[config.mk]
export PLATFORM = sky130hd
export DESIGN_NAME = input_side_fir_convolver_top_flat
export DESIGN_NICKNAME = d
export VERILOG_FILES = /design/src/rtl/isfc_pkg.sv /design/src/rtl/isfc_in_if.sv /design/src/rtl/isfc_out_if.sv /design/src/rtl/input_side_fir_convolver_top.sv /design/src/rtl/isfc_dp.sv /design/src/rtl/isfc_ctrl.sv /design/src/flat_wrapper.sv
export VERILOG_INCLUDE_DIRS = /design/src /design/src/rtl
export SDC_FILE = /design/constraint.sdc
export NUM_CORES = 2
export LEC_CHECK = 0
export ABC_AREA = 0
export BUFFER_PORTS_ARGS = -buffer_cell sky130_fd_sc_hd__buf_2
export CORE_MARGIN = 2
export CORE_UTILIZATION = 30
export DETAILED_ROUTE_END_ITERATION = 10
export SETUP_SLACK_MARGIN = 0.05
export SYNTH_ARGS = -nofsm -noshare
export SYNTH_HDL_FRONTEND = slang
export SYNTH_SLANG_ARGS = --single-unit
export TNS_END_PERCENT = 20
[constraint.sdc]
create_clock -name clk -period 6.8 [get_ports clk]
set_input_delay 1.36 -clock clk [delete_from_list [all_inputs] [get_ports clk]]
set_output_delay 1.36 -clock clk [all_outputs]
set_load 0.01 [all_outputs]
[src/rtl/input_side_fir_convolver_top_defines.svh]
// assertion macros used by isfc_ctrl
`ifndef INPUT_SIDE_FIR_CONVOLVER_TOP_DEFINES_SVH
`define INPUT_SIDE_FIR_CONVOLVER_TOP_DEFINES_SVH

// same-cycle implication, sampled on clk, off during reset
`define ISFC_ASSERT_NOW(lbl, ante, cons, msg) \
    lbl: assert property (@(posedge clk) disable iff (!rst_n) (ante) |-> (cons)) \
        else $error(msg);

// next-cycle implication, sampled on clk, off during reset
`define ISFC_ASSERT_NEXT(lbl, ante, cons, msg) \
    lbl: assert property (@(posedge clk) disable iff (!rst_n) (ante) |=> (cons)) \
        else $error(msg);

`endif

[src/rtl/isfc_pkg.sv]
package isfc_pkg;

    localparam int MAX_TAPS = 64;
    localparam int IDX_W    = $clog2(MAX_TAPS);
    localparam int TAP_W    = IDX_W + 1;
    localparam int SAMPLE_W = 16;
    localparam int PROD_W   = 2 * SAMPLE_W;
    localparam int ACC_W    = 40;

    localparam logic [TAP_W-1:0] TAP_COUNT_RESET = TAP_W'(MAX_TAPS);

    // item opcodes
    localparam logic OP_LOAD   = 1'b0;
    localparam logic OP_SAMPLE = 1'b1;

    typedef struct packed {
        logic             latch_item;
        logic             coef_wr;
        logic             mac_issue;
        logic [IDX_W-1:0] mac_index;
        logic             emit_rd;
        logic             emit_load;
        logic             emit_last;
    } isfc_cmd_t;

    typedef struct packed {
        logic pipe_busy;
        logic out_free;
    } isfc_stat_t;

    // zero acts as one, anything above the store depth acts as the depth
    function automatic logic [TAP_W-1:0] active_taps(input logic [TAP_W-1:0] raw);
        logic [TAP_W-1:0] res;
        res = raw;
        if (raw == '0)
        begin
            res = TAP_W'(1);
        end
        else if (raw > TAP_W'(MAX_TAPS))
        begin
            res = TAP_W'(MAX_TAPS);
        end
        return res;
    endfunction

endpackage

[src/rtl/isfc_in_if.sv]
interface isfc_in_if
    import isfc_pkg::*;
();
    logic                       valid;
    logic                       ready;
    logic                       op;
    logic [IDX_W-1:0]           coef_index;
    logic signed [SAMPLE_W-1:0] value;
    logic                       end_of_signal;

    modport source (output valid, output op, output coef_index, output value,
                    output end_of_signal, input ready);
    modport sink   (input valid, input op, input coef_index, input value,
                    input end_of_signal, output ready);
endinterface

[src/rtl/isfc_out_if.sv]
interface isfc_out_if
    import isfc_pkg::*;
();
    logic                    valid;
    logic                    ready;
    logic signed [ACC_W-1:0] out_value;
    logic                    out_last;

    modport source (output valid, output out_value, output out_last, input ready);
    modport sink   (input valid, input out_value, input out_last, output ready);
endinterface

[src/rtl/input_side_fir_convolver_top.sv]
// channel   | dir | transfer payload                        | handshake
// ----------+-----+-----------------------------------------+-------------
// in_ch     | in  | op, coef_index, value, end_of_signal    | valid/ready
// out_ch    | out | out_value, out_last                     | valid/ready
// cfg       | in  | cfg_data (tap_count)                    | cfg_we
//
// a load transfer writes its coefficient when it is accepted; a sample is walked
// by the single shared multiply-accumulate, one tap per cycle
// an end-of-signal sample also emits the taps - 1 tail sums
// rst_n is asynchronous; the ring of partial sums reads as zero right after
// reset through per-entry valid bits, so no clearing pass is needed
// a stalled output holds the block only when the next sum is due; a sample
// may be taken while the last result still sits in the output register
module input_side_fir_convolver_top
    import isfc_pkg::*;
(
    input  logic             clk,
    input  logic             rst_n,
    isfc_in_if.sink          in_ch,
    isfc_out_if.source       out_ch,
    input  logic             cfg_we,
    input  logic [TAP_W-1:0] cfg_data
);

    // command and status between sequencer and datapath
    isfc_cmd_t  cmd;
    isfc_stat_t stat;

    // sequencer: accepts transfers, walks taps, paces emits and tail drain
    isfc_ctrl u_ctrl (
        .clk      (clk),
        .rst_n    (rst_n),
        .in_valid (in_ch.valid),
        .in_op    (in_ch.op),
        .in_eos   (in_ch.end_of_signal),
        .in_ready (in_ch.ready),
        .cfg_we   (cfg_we),
        .cfg_data (cfg_data),
        .stat     (stat),
        .cmd      (cmd)
    );

    // datapath: coefficient store, partial sum ring, mac pipe, output register
    isfc_dp u_dp (
        .clk           (clk),
        .rst_n         (rst_n),
        .cmd           (cmd),
        .in_coef_index (in_ch.coef_index),
        .in_value      (in_ch.value),
        .out_ready     (out_ch.ready),
        .stat          (stat),
        .out_valid     (out_ch.valid),
        .out_value     (out_ch.out_value),
        .out_last      (out_ch.out_last)
    );

endmodule

[src/rtl/isfc_dp.sv]
module isfc_dp
    import isfc_pkg::*;
(
    input  logic                       clk,
    input  logic                       rst_n,
    input  isfc_cmd_t                  cmd,
    input  logic [IDX_W-1:0]           in_coef_index,
    input  logic signed [SAMPLE_W-1:0] in_value,
    input  logic                       out_ready,
    output isfc_stat_t                 stat,
    output logic                       out_valid,
    output logic signed [ACC_W-1:0]    out_value,
    output logic                       out_last
);

    logic signed [SAMPLE_W-1:0] coef_mem [MAX_TAPS];
    logic signed [ACC_W-1:0]    psum_mem [MAX_TAPS];

    logic [MAX_TAPS-1:0]        psum_valid_reg;
    logic signed [SAMPLE_W-1:0] x_reg;
    logic signed [SAMPLE_W-1:0] coef_rd_reg;
    logic signed [ACC_W-1:0]    psum_rd_reg;
    logic                       psv_rd_reg;
    logic [IDX_W-1:0]           head_reg;

    logic                       v_s1_reg;
    logic                       v_s2_reg;
    logic [IDX_W-1:0]           pos_s1_reg;
    logic [IDX_W-1:0]           pos_s2_reg;
    logic signed [PROD_W-1:0]   prod_reg;
    logic signed [ACC_W-1:0]    acc_s2_reg;

    logic                       out_valid_reg;
    logic signed [ACC_W-1:0]    out_value_reg;
    logic                       out_last_reg;

    logic [IDX_W-1:0]           rd_addr;
    logic signed [ACC_W-1:0]    sum;

    assign rd_addr = cmd.emit_rd ? head_reg : head_reg + cmd.mac_index;
    assign sum     = acc_s2_reg + {{(ACC_W-PROD_W){prod_reg[PROD_W-1]}}, prod_reg};

    // coefficient store
    always_ff @(posedge clk)
    begin
        if (cmd.coef_wr)
        begin
            coef_mem[in_coef_index] <= in_value;
        end
        coef_rd_reg <= coef_mem[cmd.mac_index];
    end

    // partial sum ring
    always_ff @(posedge clk)
    begin
        if (v_s2_reg)
        begin
            psum_mem[pos_s2_reg] <= sum;
        end
        psum_rd_reg <= psum_mem[rd_addr];
        psv_rd_reg  <= psum_valid_reg[rd_addr];
    end

    // mac payload stages
    always_ff @(posedge clk)
    begin
        if (cmd.latch_item)
        begin
            x_reg <= in_value;
        end
        pos_s1_reg <= rd_addr;
        pos_s2_reg <= pos_s1_reg;
        prod_reg   <= x_reg * coef_rd_reg;
        acc_s2_reg <= psv_rd_reg ? psum_rd_reg : '0;
    end

    always_ff @(posedge clk or negedge rst_n)
    begin
        if (!rst_n)
        begin
            v_s1_reg       <= 1'b0;
            v_s2_reg       <= 1'b0;
            head_reg       <= '0;
            psum_valid_reg <= '0;
            out_valid_reg  <= 1'b0;
        end
        else
        begin
            v_s1_reg <= cmd.mac_issue;
            v_s2_reg <= v_s1_reg;
            if (v_s2_reg)
            begin
                psum_valid_reg[pos_s2_reg] <= 1'b1;
            end
            if (cmd.emit_load)
            begin
                psum_valid_reg[head_reg] <= 1'b0;
                head_reg                 <= head_reg + IDX_W'(1);
                out_valid_reg            <= 1'b1;
            end
            else if (out_ready)
            begin
                out_valid_reg <= 1'b0;
            end
        end
    end

    always_ff @(posedge clk)
    begin
        if (cmd.emit_load)
        begin
            out_value_reg <= psv_rd_reg ? psum_rd_reg : '0;
            out_last_reg  <= cmd.emit_last;
        end
    end

    assign stat.pipe_busy = v_s1_reg | v_s2_reg;
    assign stat.out_free  = !out_valid_reg || out_ready;

    assign out_valid = out_valid_reg;
    assign out_value = out_value_reg;
    assign out_last  = out_last_reg;

endmodule

[src/rtl/isfc_ctrl.sv]
module isfc_ctrl
    import isfc_pkg::*;
(
    input  logic             clk,
    input  logic             rst_n,
    input  logic             in_valid,
    input  logic             in_op,
    input  logic             in_eos,
    output logic             in_ready,
    input  logic             cfg_we,
    input  logic [TAP_W-1:0] cfg_data,
    input  isfc_stat_t       stat,
    output isfc_cmd_t        cmd
);

`include "input_side_fir_convolver_top_defines.svh"

    localparam logic [2:0] ST_IDLE    = 3'd0;
    localparam logic [2:0] ST_MAC     = 3'd1;
    localparam logic [2:0] ST_FLUSH   = 3'd2;
    localparam logic [2:0] ST_EMIT_RD = 3'd3;
    localparam logic [2:0] ST_EMIT_LD = 3'd4;

    logic [2:0]       state_reg, state_next;
    logic [TAP_W-1:0] tap_count_reg;
    logic [TAP_W-1:0] taps_reg, taps_next;
    logic             eos_reg, eos_next;
    logic [TAP_W-1:0] m_reg, m_next;
    logic [TAP_W-1:0] drain_reg, drain_next;
    logic             accept;
    logic             at_last_emit;

    assign in_ready     = (state_reg == ST_IDLE);
    assign accept       = in_valid && in_ready;
    assign at_last_emit = eos_reg && (drain_reg == taps_reg - TAP_W'(1));

    always_comb
    begin
        state_next     = state_reg;
        taps_next      = taps_reg;
        eos_next       = eos_reg;
        m_next         = m_reg;
        drain_next     = drain_reg;
        cmd            = '0;
        cmd.mac_index  = m_reg[IDX_W-1:0];
        cmd.emit_last  = at_last_emit;

        unique case (state_reg)
            ST_IDLE:
            begin
                if (accept)
                begin
                    if (in_op == OP_LOAD)
                    begin
                        cmd.coef_wr = 1'b1;
                    end
                    else
                    begin
                        cmd.latch_item = 1'b1;
                        taps_next      = active_taps(tap_count_reg);
                        eos_next       = in_eos;
                        m_next         = '0;
                        drain_next     = '0;
                        state_next     = ST_MAC;
                    end
                end
            end
            ST_MAC:
            begin
                cmd.mac_issue = 1'b1;
                if (m_reg == taps_reg - TAP_W'(1))
                begin
                    state_next = ST_FLUSH;
                end
                else
                begin
                    m_next = m_reg + TAP_W'(1);
                end
            end
            ST_FLUSH:
            begin
                if (!stat.pipe_busy)
                begin
                    state_next = ST_EMIT_RD;
                end
            end
            ST_EMIT_RD:
            begin
                cmd.emit_rd = 1'b1;
                state_next  = ST_EMIT_LD;
            end
            ST_EMIT_LD:
            begin
                // keep the ring read on the head while the output is stalled
                cmd.emit_rd = 1'b1;
                if (stat.out_free)
                begin
                    cmd.emit_load = 1'b1;
                    if (eos_reg && !at_last_emit)
                    begin
                        drain_next = drain_reg + TAP_W'(1);
                        state_next = ST_EMIT_RD;
                    end
                    else
                    begin
                        state_next = ST_IDLE;
                    end
                end
            end
            default:
            begin
                state_next = ST_IDLE;
            end
        endcase
    end

    always_ff @(posedge clk or negedge rst_n)
    begin
        if (!rst_n)
        begin
            state_reg     <= ST_IDLE;
            tap_count_reg <= TAP_COUNT_RESET;
            taps_reg      <= TAP_W'(1);
            eos_reg       <= 1'b0;
            m_reg         <= '0;
            drain_reg     <= '0;
        end
        else
        begin
            state_reg <= state_next;
            taps_reg  <= taps_next;
            eos_reg   <= eos_next;
            m_reg     <= m_next;
            drain_reg <= drain_next;
            if (cfg_we)
            begin
                tap_count_reg <= cfg_data;
            end
        end
    end

    `ISFC_ASSERT_NOW(a_emit_into_free_slot, cmd.emit_load, stat.out_free, "emit while output busy")
    `ISFC_ASSERT_NOW(a_tap_in_range, cmd.mac_issue, TAP_W'(cmd.mac_index) < taps_reg, "tap past count")
    `ISFC_ASSERT_NOW(a_read_after_flush, cmd.emit_rd, !stat.pipe_busy, "ring read before mac done")
    `ISFC_ASSERT_NEXT(a_sample_starts_mac, accept && (in_op == OP_SAMPLE), state_reg == ST_MAC, "no mac")

endmodule
[src/flat_wrapper.sv]
// flat-port wrapper written by rule: the top's interface ports become plain ports
module input_side_fir_convolver_top_flat import isfc_pkg::*;
  (clk, rst_n, cfg_we, cfg_data, in_ch_valid, in_ch_op, in_ch_coef_index, in_ch_value, in_ch_end_of_signal, in_ch_ready, out_ch_valid, out_ch_out_value, out_ch_out_last, out_ch_ready);
  isfc_in_if in_ch_i ();
  isfc_out_if out_ch_i ();
  input  logic clk;
  input  logic rst_n;
  input  logic cfg_we;
  input  logic [TAP_W-1:0] cfg_data;
  input wire logic [$bits(in_ch_i.valid)-1:0] in_ch_valid;
  input wire logic [$bits(in_ch_i.op)-1:0] in_ch_op;
  input wire logic [$bits(in_ch_i.coef_index)-1:0] in_ch_coef_index;
  input wire logic [$bits(in_ch_i.value)-1:0] in_ch_value;
  input wire logic [$bits(in_ch_i.end_of_signal)-1:0] in_ch_end_of_signal;
  output wire logic [$bits(in_ch_i.ready)-1:0] in_ch_ready;
  output wire logic [$bits(out_ch_i.valid)-1:0] out_ch_valid;
  output wire logic [$bits(out_ch_i.out_value)-1:0] out_ch_out_value;
  output wire logic [$bits(out_ch_i.out_last)-1:0] out_ch_out_last;
  input wire logic [$bits(out_ch_i.ready)-1:0] out_ch_ready;
  assign in_ch_i.valid = in_ch_valid;
  assign in_ch_i.op = in_ch_op;
  assign in_ch_i.coef_index = in_ch_coef_index;
  assign in_ch_i.value = in_ch_value;
  assign in_ch_i.end_of_signal = in_ch_end_of_signal;
  assign in_ch_ready = in_ch_i.ready;
  assign out_ch_valid = out_ch_i.valid;
  assign out_ch_out_value = out_ch_i.out_value;
  assign out_ch_out_last = out_ch_i.out_last;
  assign out_ch_i.ready = out_ch_ready;
  input_side_fir_convolver_top u_core (.clk(clk), .rst_n(rst_n), .in_ch(in_ch_i), .out_ch(out_ch_i), .cfg_we(cfg_we), .cfg_data(cfg_data));
endmodule
-- Word-level counts from Yosys, hierarchy flattened
Memories as Yosys holds them, arrays and structs flattened. A register that Yosys moved wholly into a read port is not among the register bits.
Cells that the tools add are included.
- $add $sub $neg: 6
- multipliers: 1
- order comparisons: 6
- equality and inequality tests: 13
- mux-type cells: 40
- bitwise gates (word level): 4
- reductions and logical operators: 18
- operators by type and width (kind ; number):
    $mux W64 ; 2
    $and A64 B64 Y64 ; 1
    $not A64 Y64 ; 1
    $or A64 B64 Y64 ; 1
    $mux W7 ; 7
    $add A40 B40 Y40 ; 1
    $mux W40 ; 1
    $mul A16 B16 Y32 ; 1
    $pmux W7 S2 ; 2
    $lt A6 B7 Y1 const B ; 3
    $mux W1 ; 15
    $mux W3 ; 5
    $pmux W3 S5 ; 1
    $add A7 B1 Y7 const B ; 2
    $eq A7 B7 Y1 ; 2
    $demux W1 S6 ; 2
    $ge A6 B1 Y1 const B ; 2
    $ne A2 B2 Y1 const B ; 5
    $reduce_and A5 Y1 ; 2
    $gt A7 B7 Y1 const B ; 1
    $logic_not A7 Y1 ; 1
    $sub A7 B1 Y7 const B ; 1
    $add A6 B1 Y6 const B ; 1
    $add A6 B6 Y6 ; 1
    16 further kinds ; 27
- bits in registers: 247
- RAM bits: 3584
- input bits: 36
- output and inout port bits: 43
- memories: 2
- memory list (memory ; depth ; bits a word ; read ports ; clocked after Yosys merged registers in ; write ports ; RTL line ; source):
    u_core.u_dp.psum_mem ; 64 ; 40 ; 1 ; 1 ; 1 ; isfc_dp.sv:17 ; logic signed [ACC_W-1:0] psum_mem [MAX_TAPS];
    u_core.u_dp.coef_mem ; 64 ; 16 ; 1 ; 1 ; 1 ; isfc_dp.sv:16 ; logic signed [SAMPLE_W-1:0] coef_mem [MAX_TAPS];

-- Depth between registers and ports, before layout
- depth in word-level cells: 8
- gate-level depth with buffers: 23
- gate-level depth less buffers: 22

-- Modules after synthesis
Synthesis repeated with hierarchy kept, for this count alone.
- cells, all modules: 11221
- area, all modules: 162404.5 um^2
- by module, submodules not included (module ; instances ; cells each ; area an instance (um^2) ; seq. area each (um^2)):
    isfc_dp ; 1 ; 11012 ; 160460.1 ; 113984.3
    isfc_ctrl ; 1 ; 209 ; 1944.4 ; 803.3

-- Worst setup path after synthesis
Ideal clock, no wire load.
- path type: reg-to-reg
- start: register u_core.u_dp.prod_reg[3]
- end: memory u_core.u_dp.psum_mem[0][31], data pin
- setup time: 1.008 ns
- data arrival time: 6.255 ns
- data required time: 5.792 ns
- setup slack: -0.464 ns
- cell stages (with the launch flop): 10
- period minus slack after synthesis: 7.264 ns
- cell sequence: dfxtp_1 -> ha_1 -> o21ai_0 -> o21ai_0 -> a41oi_1 -> o21ai_0 -> o21ai_0 -> or2_2 -> a31o_2 -> o311ai_0
- longest elaborated chain between the ends: 1
- ends and longest elaborated chain (what ; RTL line ; source):
    start: declaration ; isfc_dp.sv:30 ; logic signed [PROD_W-1:0] prod_reg;
    start signal: assignment ; isfc_dp.sv:73 ; prod_reg <= x_reg * coef_rd_reg;
    $add A40 B40 Y40 ; isfc_dp.sv:41 ; assign sum = acc_s2_reg + {{(ACC_W-PROD_W){prod_reg[PROD_W-1]}}, prod_reg};
    net u_core.u_dp.sum[31] ; isfc_dp.sv:38 ; logic signed [ACC_W-1:0] sum;
    end: declaration ; isfc_dp.sv:17 ;
The timed path passes the listed nets, and every way through them passes these cells.

-- Worst setup path after layout
- start: register u_core.u_dp.x_reg[6]
- end: register u_core.u_dp.prod_reg[25]
- longest elaborated chain between the ends: 1
- ends and longest elaborated chain (what ; RTL line ; source):
    start: declaration ; isfc_dp.sv:20 ; logic signed [SAMPLE_W-1:0] x_reg;
    start signal: assignment ; isfc_dp.sv:69 ; x_reg <= in_value;
    $mul A16 B16 Y32 ; isfc_dp.sv:73 ;
No other way between the ends.
A chain may end at the register's enable or synchronous reset.

==> results.ini <==
[worst_setup_path]
worstSetupPathType = reg2reg
r2r_start = u_core.u_dp.x_reg[6]
regToRegSetupSlack_ns = 0.25
timing.rr.end = u_core.u_dp.prod_reg[25]
critPathLaunchType = register
end_kind = register
cp_max_fo = 16
cpPeakStageDelay_ns = 0.74
ff2ff_path_depth = 20
critPathSlowestCell = edfxtp_1
cp_data_arrival_time_ns = 7.47
crit_top_cell = fa_1
cp.required_ns = 7.72
crit_chain = nand2_1, fa_1, inv_1, fa_1, fa_1, fa_1, fa_1, inv_1, fa_1, inv_1, ha_1, a21o_1, a21o_1, a2111oi_0, o2bb2ai_1, o21ai_0, a21oi_1, o21bai_1, a21oi_1, xnor2_1

[logic_synthesis]
synth_flop_cell = edfxtp_1
ys_seq_area_share_pct = 69.9
yosysTopAreaCellShare_pct = 66.6
synth.cell_area_um2 = 164000
syn_area_per_cell_um2 = 15.8
ys_warn_count = 0
yosysMostFrequentCell = edfxtp_1
ys_types = 74
ys_ff_latch = 3887
synth_common_cells = 3641 x edfxtp_1, 1514 x nand2_1, 1271 x mux2i_1
yosys-top-cells-area = edfxtp_1 67%, mux2i_1 7.8%, mux4_2 4.6%
syn_inst = 10375
synth_fp_nets = 10805
synthArstFlopShare_pct = 2.70
synth_edf_count = 3641
yosys.area.top_type = edfxtp_1

[timing]
finalHoldViolCount = 0
max_freq_mhz = 153
setup_viol = 0
maxSlewHeadroom_pct = 10.0
period_share_pct = 96.3
post-route-min-period_ns = 6.55
drv_slew = 0
fin_skew_ns = 0.0897
tightest_slew_ns = 1.35
grt_setup_unrepaired = no
tns_ns = 0

[clock_network]
clkTransAtPathRegs_ns = 0.06
root_buffer = clkbuf_16
h-tree-depth = 5
cts.sinks = 3887
postCtsSetupBuffers = 0
holdBufCountCts = 0
numCtsBuffers = 384
max-clock-path-buffers = 4
insertion_delay_ns = 1.01
ctsResizeCount = 0
cts_tree = yes

[worst_hold_path]
min_from = u_core.u_dp.pos_s1_reg[2]
hold_path.class = reg2reg
hold_depth = 0
min_to = u_core.u_dp.pos_s2_reg[2]

[die]
coreArea_um2 = 545000
fp.dieH_um = 744
dieArea_um2 = 553000
rows = 271
io_pins = 79
start_util_pct = 30.1
die_w_um = 744

[global_routing]
grt_pass1_vias = 88943
grt_max_degree = 138
grt_first_pass_wirelength_um = 635000
grtUsageTotal_pct = 15.5
grt-ovfl-total = 0
grt_antenna_before_repair = 16

[cells_and_area]
largest_reg_flops = 2560
fin_nets = 11046
drive_above_1_share_pct = 13.7
area_delta_synth_final_pct = 14.5
n_fill_cell = 51445

[job]
max_cap_violations = 0

[place]
dp_hpwl_um = 242000
place.gp.congestion = 0.817
portBuffers = 78

[route]
wire_per_inst_um = 24.2
antenna_left = 0
drc_errors = 0
routed_wl_um = 440000
viasPerCell = 5.01
drtIter0Drc = 9787
vias = 91072
first_pass_iters = 6

[outcome]
outcome = complete, no violations

[kinds of logic (layout without fill, tap and decap cells)]
group                    Yosys count  count (layout)  share of synthesized area [%]
XOR/XNOR                         102             102                          0.569
flip-flops                      3887            3887                           69.9
buffers and inverters            900            1472                           2.37
AO/OA/AOI/OAI                    747             747                           3.05
other                              0               7                              0
multiplexers                    1618            1618                           12.4
AND/OR/NAND/NOR                 2727            2727                           7.43
adder cells (fa/ha/maj)          394             394                           4.21
[placed cells by master, fill, tap and decap left out, drive strengths merged, types with 11 or more instances in the layout]
master / instances
and2: 167
nor2: 242
buf: 437
mux4: 336
a21oi: 261
mux2i: 1272
nor3: 11
nand4: 54
a311oi: 83
nand3: 514
nand2: 1515
nand4b: 47
o22a: 28
a311o: 82
o21a: 12
clkbuf: 527
or3: 13
xor2: 38
edfxtp: 3641
nand2b: 16
o21bai: 11
inv: 330
ha: 130
clkinv: 138
o21ai: 134
a21o: 25
nor2b: 14
nand3b: 15
and3: 93
o211ai: 47
dfrtp: 103
bufinv: 31
fa: 264
dfxtp: 141
xnor2: 61
[per-layer routing]
layer	track usage (%)	vias up	wire, um
li1	-	39526	-
met1	21.6	47542	190000
met2	25.0	3360	207000
met3	2.13	640	30000
met4	4.67	4	13100
met5	0	-	41
[per-stage QoR]
stage,instance area (um^2),util (%),hold WS [ns],setup WS [ns],std cells
2_1_floorplan,164000,-,0.310,0.457,10375
3_3_place_gp,175000,32.2,0.311,0.373,17464
3_5_place_dp,175000,32.2,0.312,0.271,17464
4_1_cts,188000,34.5,0.258,0.274,18181
5_1_grt,188000,34.5,0.321,0.0642,18183
6_report,188000,34.5,0.325,0.250,18188
[critical path: cells and delay by family, from the launching register on]
family                   cells  cell delay, ns
adder cells (fa/ha/maj)      7            3.31
AO/OA/AOI/OAI                8            2.03
flip-flops                   1            0.74
AND/OR/NAND/NOR              1            0.16
buffers and inverters        3            0.14
XOR/XNOR                     1            0.13
[worst max path at each step]
stage	startpoint	end	slack, ns	cells past startpoint
after global placement	u_core.u_dp.coef_rd_reg[5]	u_core.u_dp.prod_reg[25]	0.37	21
after global routing	u_core.u_dp.x_reg[6]	u_core.u_dp.prod_reg[18]	0.06	18
after detailed placement	u_core.u_dp.coef_rd_reg[5]	u_core.u_dp.prod_reg[25]	0.27	21
after CTS	u_core.u_dp.coef_rd_reg[6]	u_core.u_dp.prod_reg[25]	0.27	21
final	u_core.u_dp.x_reg[6]	u_core.u_dp.prod_reg[25]	0.25	20
after floorplan	u_core.u_dp.x_reg[15]	u_core.u_dp.prod_reg[31]	0.46	20
[cell type report]
type | count | area (um^2) | area share [%]
inverter | 318 | 1220 | 0.648
antenna | 7 | 17.5 | 0.00932
timing repair buffer | 437 | 3680 | 1.96
clock inverter | 190 | 2030 | 1.08
multi-input combinational | 5588 | 46500 | 24.7
tap | 7234 | 9050 | 4.82
clock buffer | 527 | 10700 | 5.69
sequential | 3887 | 115000 | 61.1
Power is left out: the tool's default activity adds up to more than one toggle a clock period on the data nets, which glitch-free logic cannot reach.
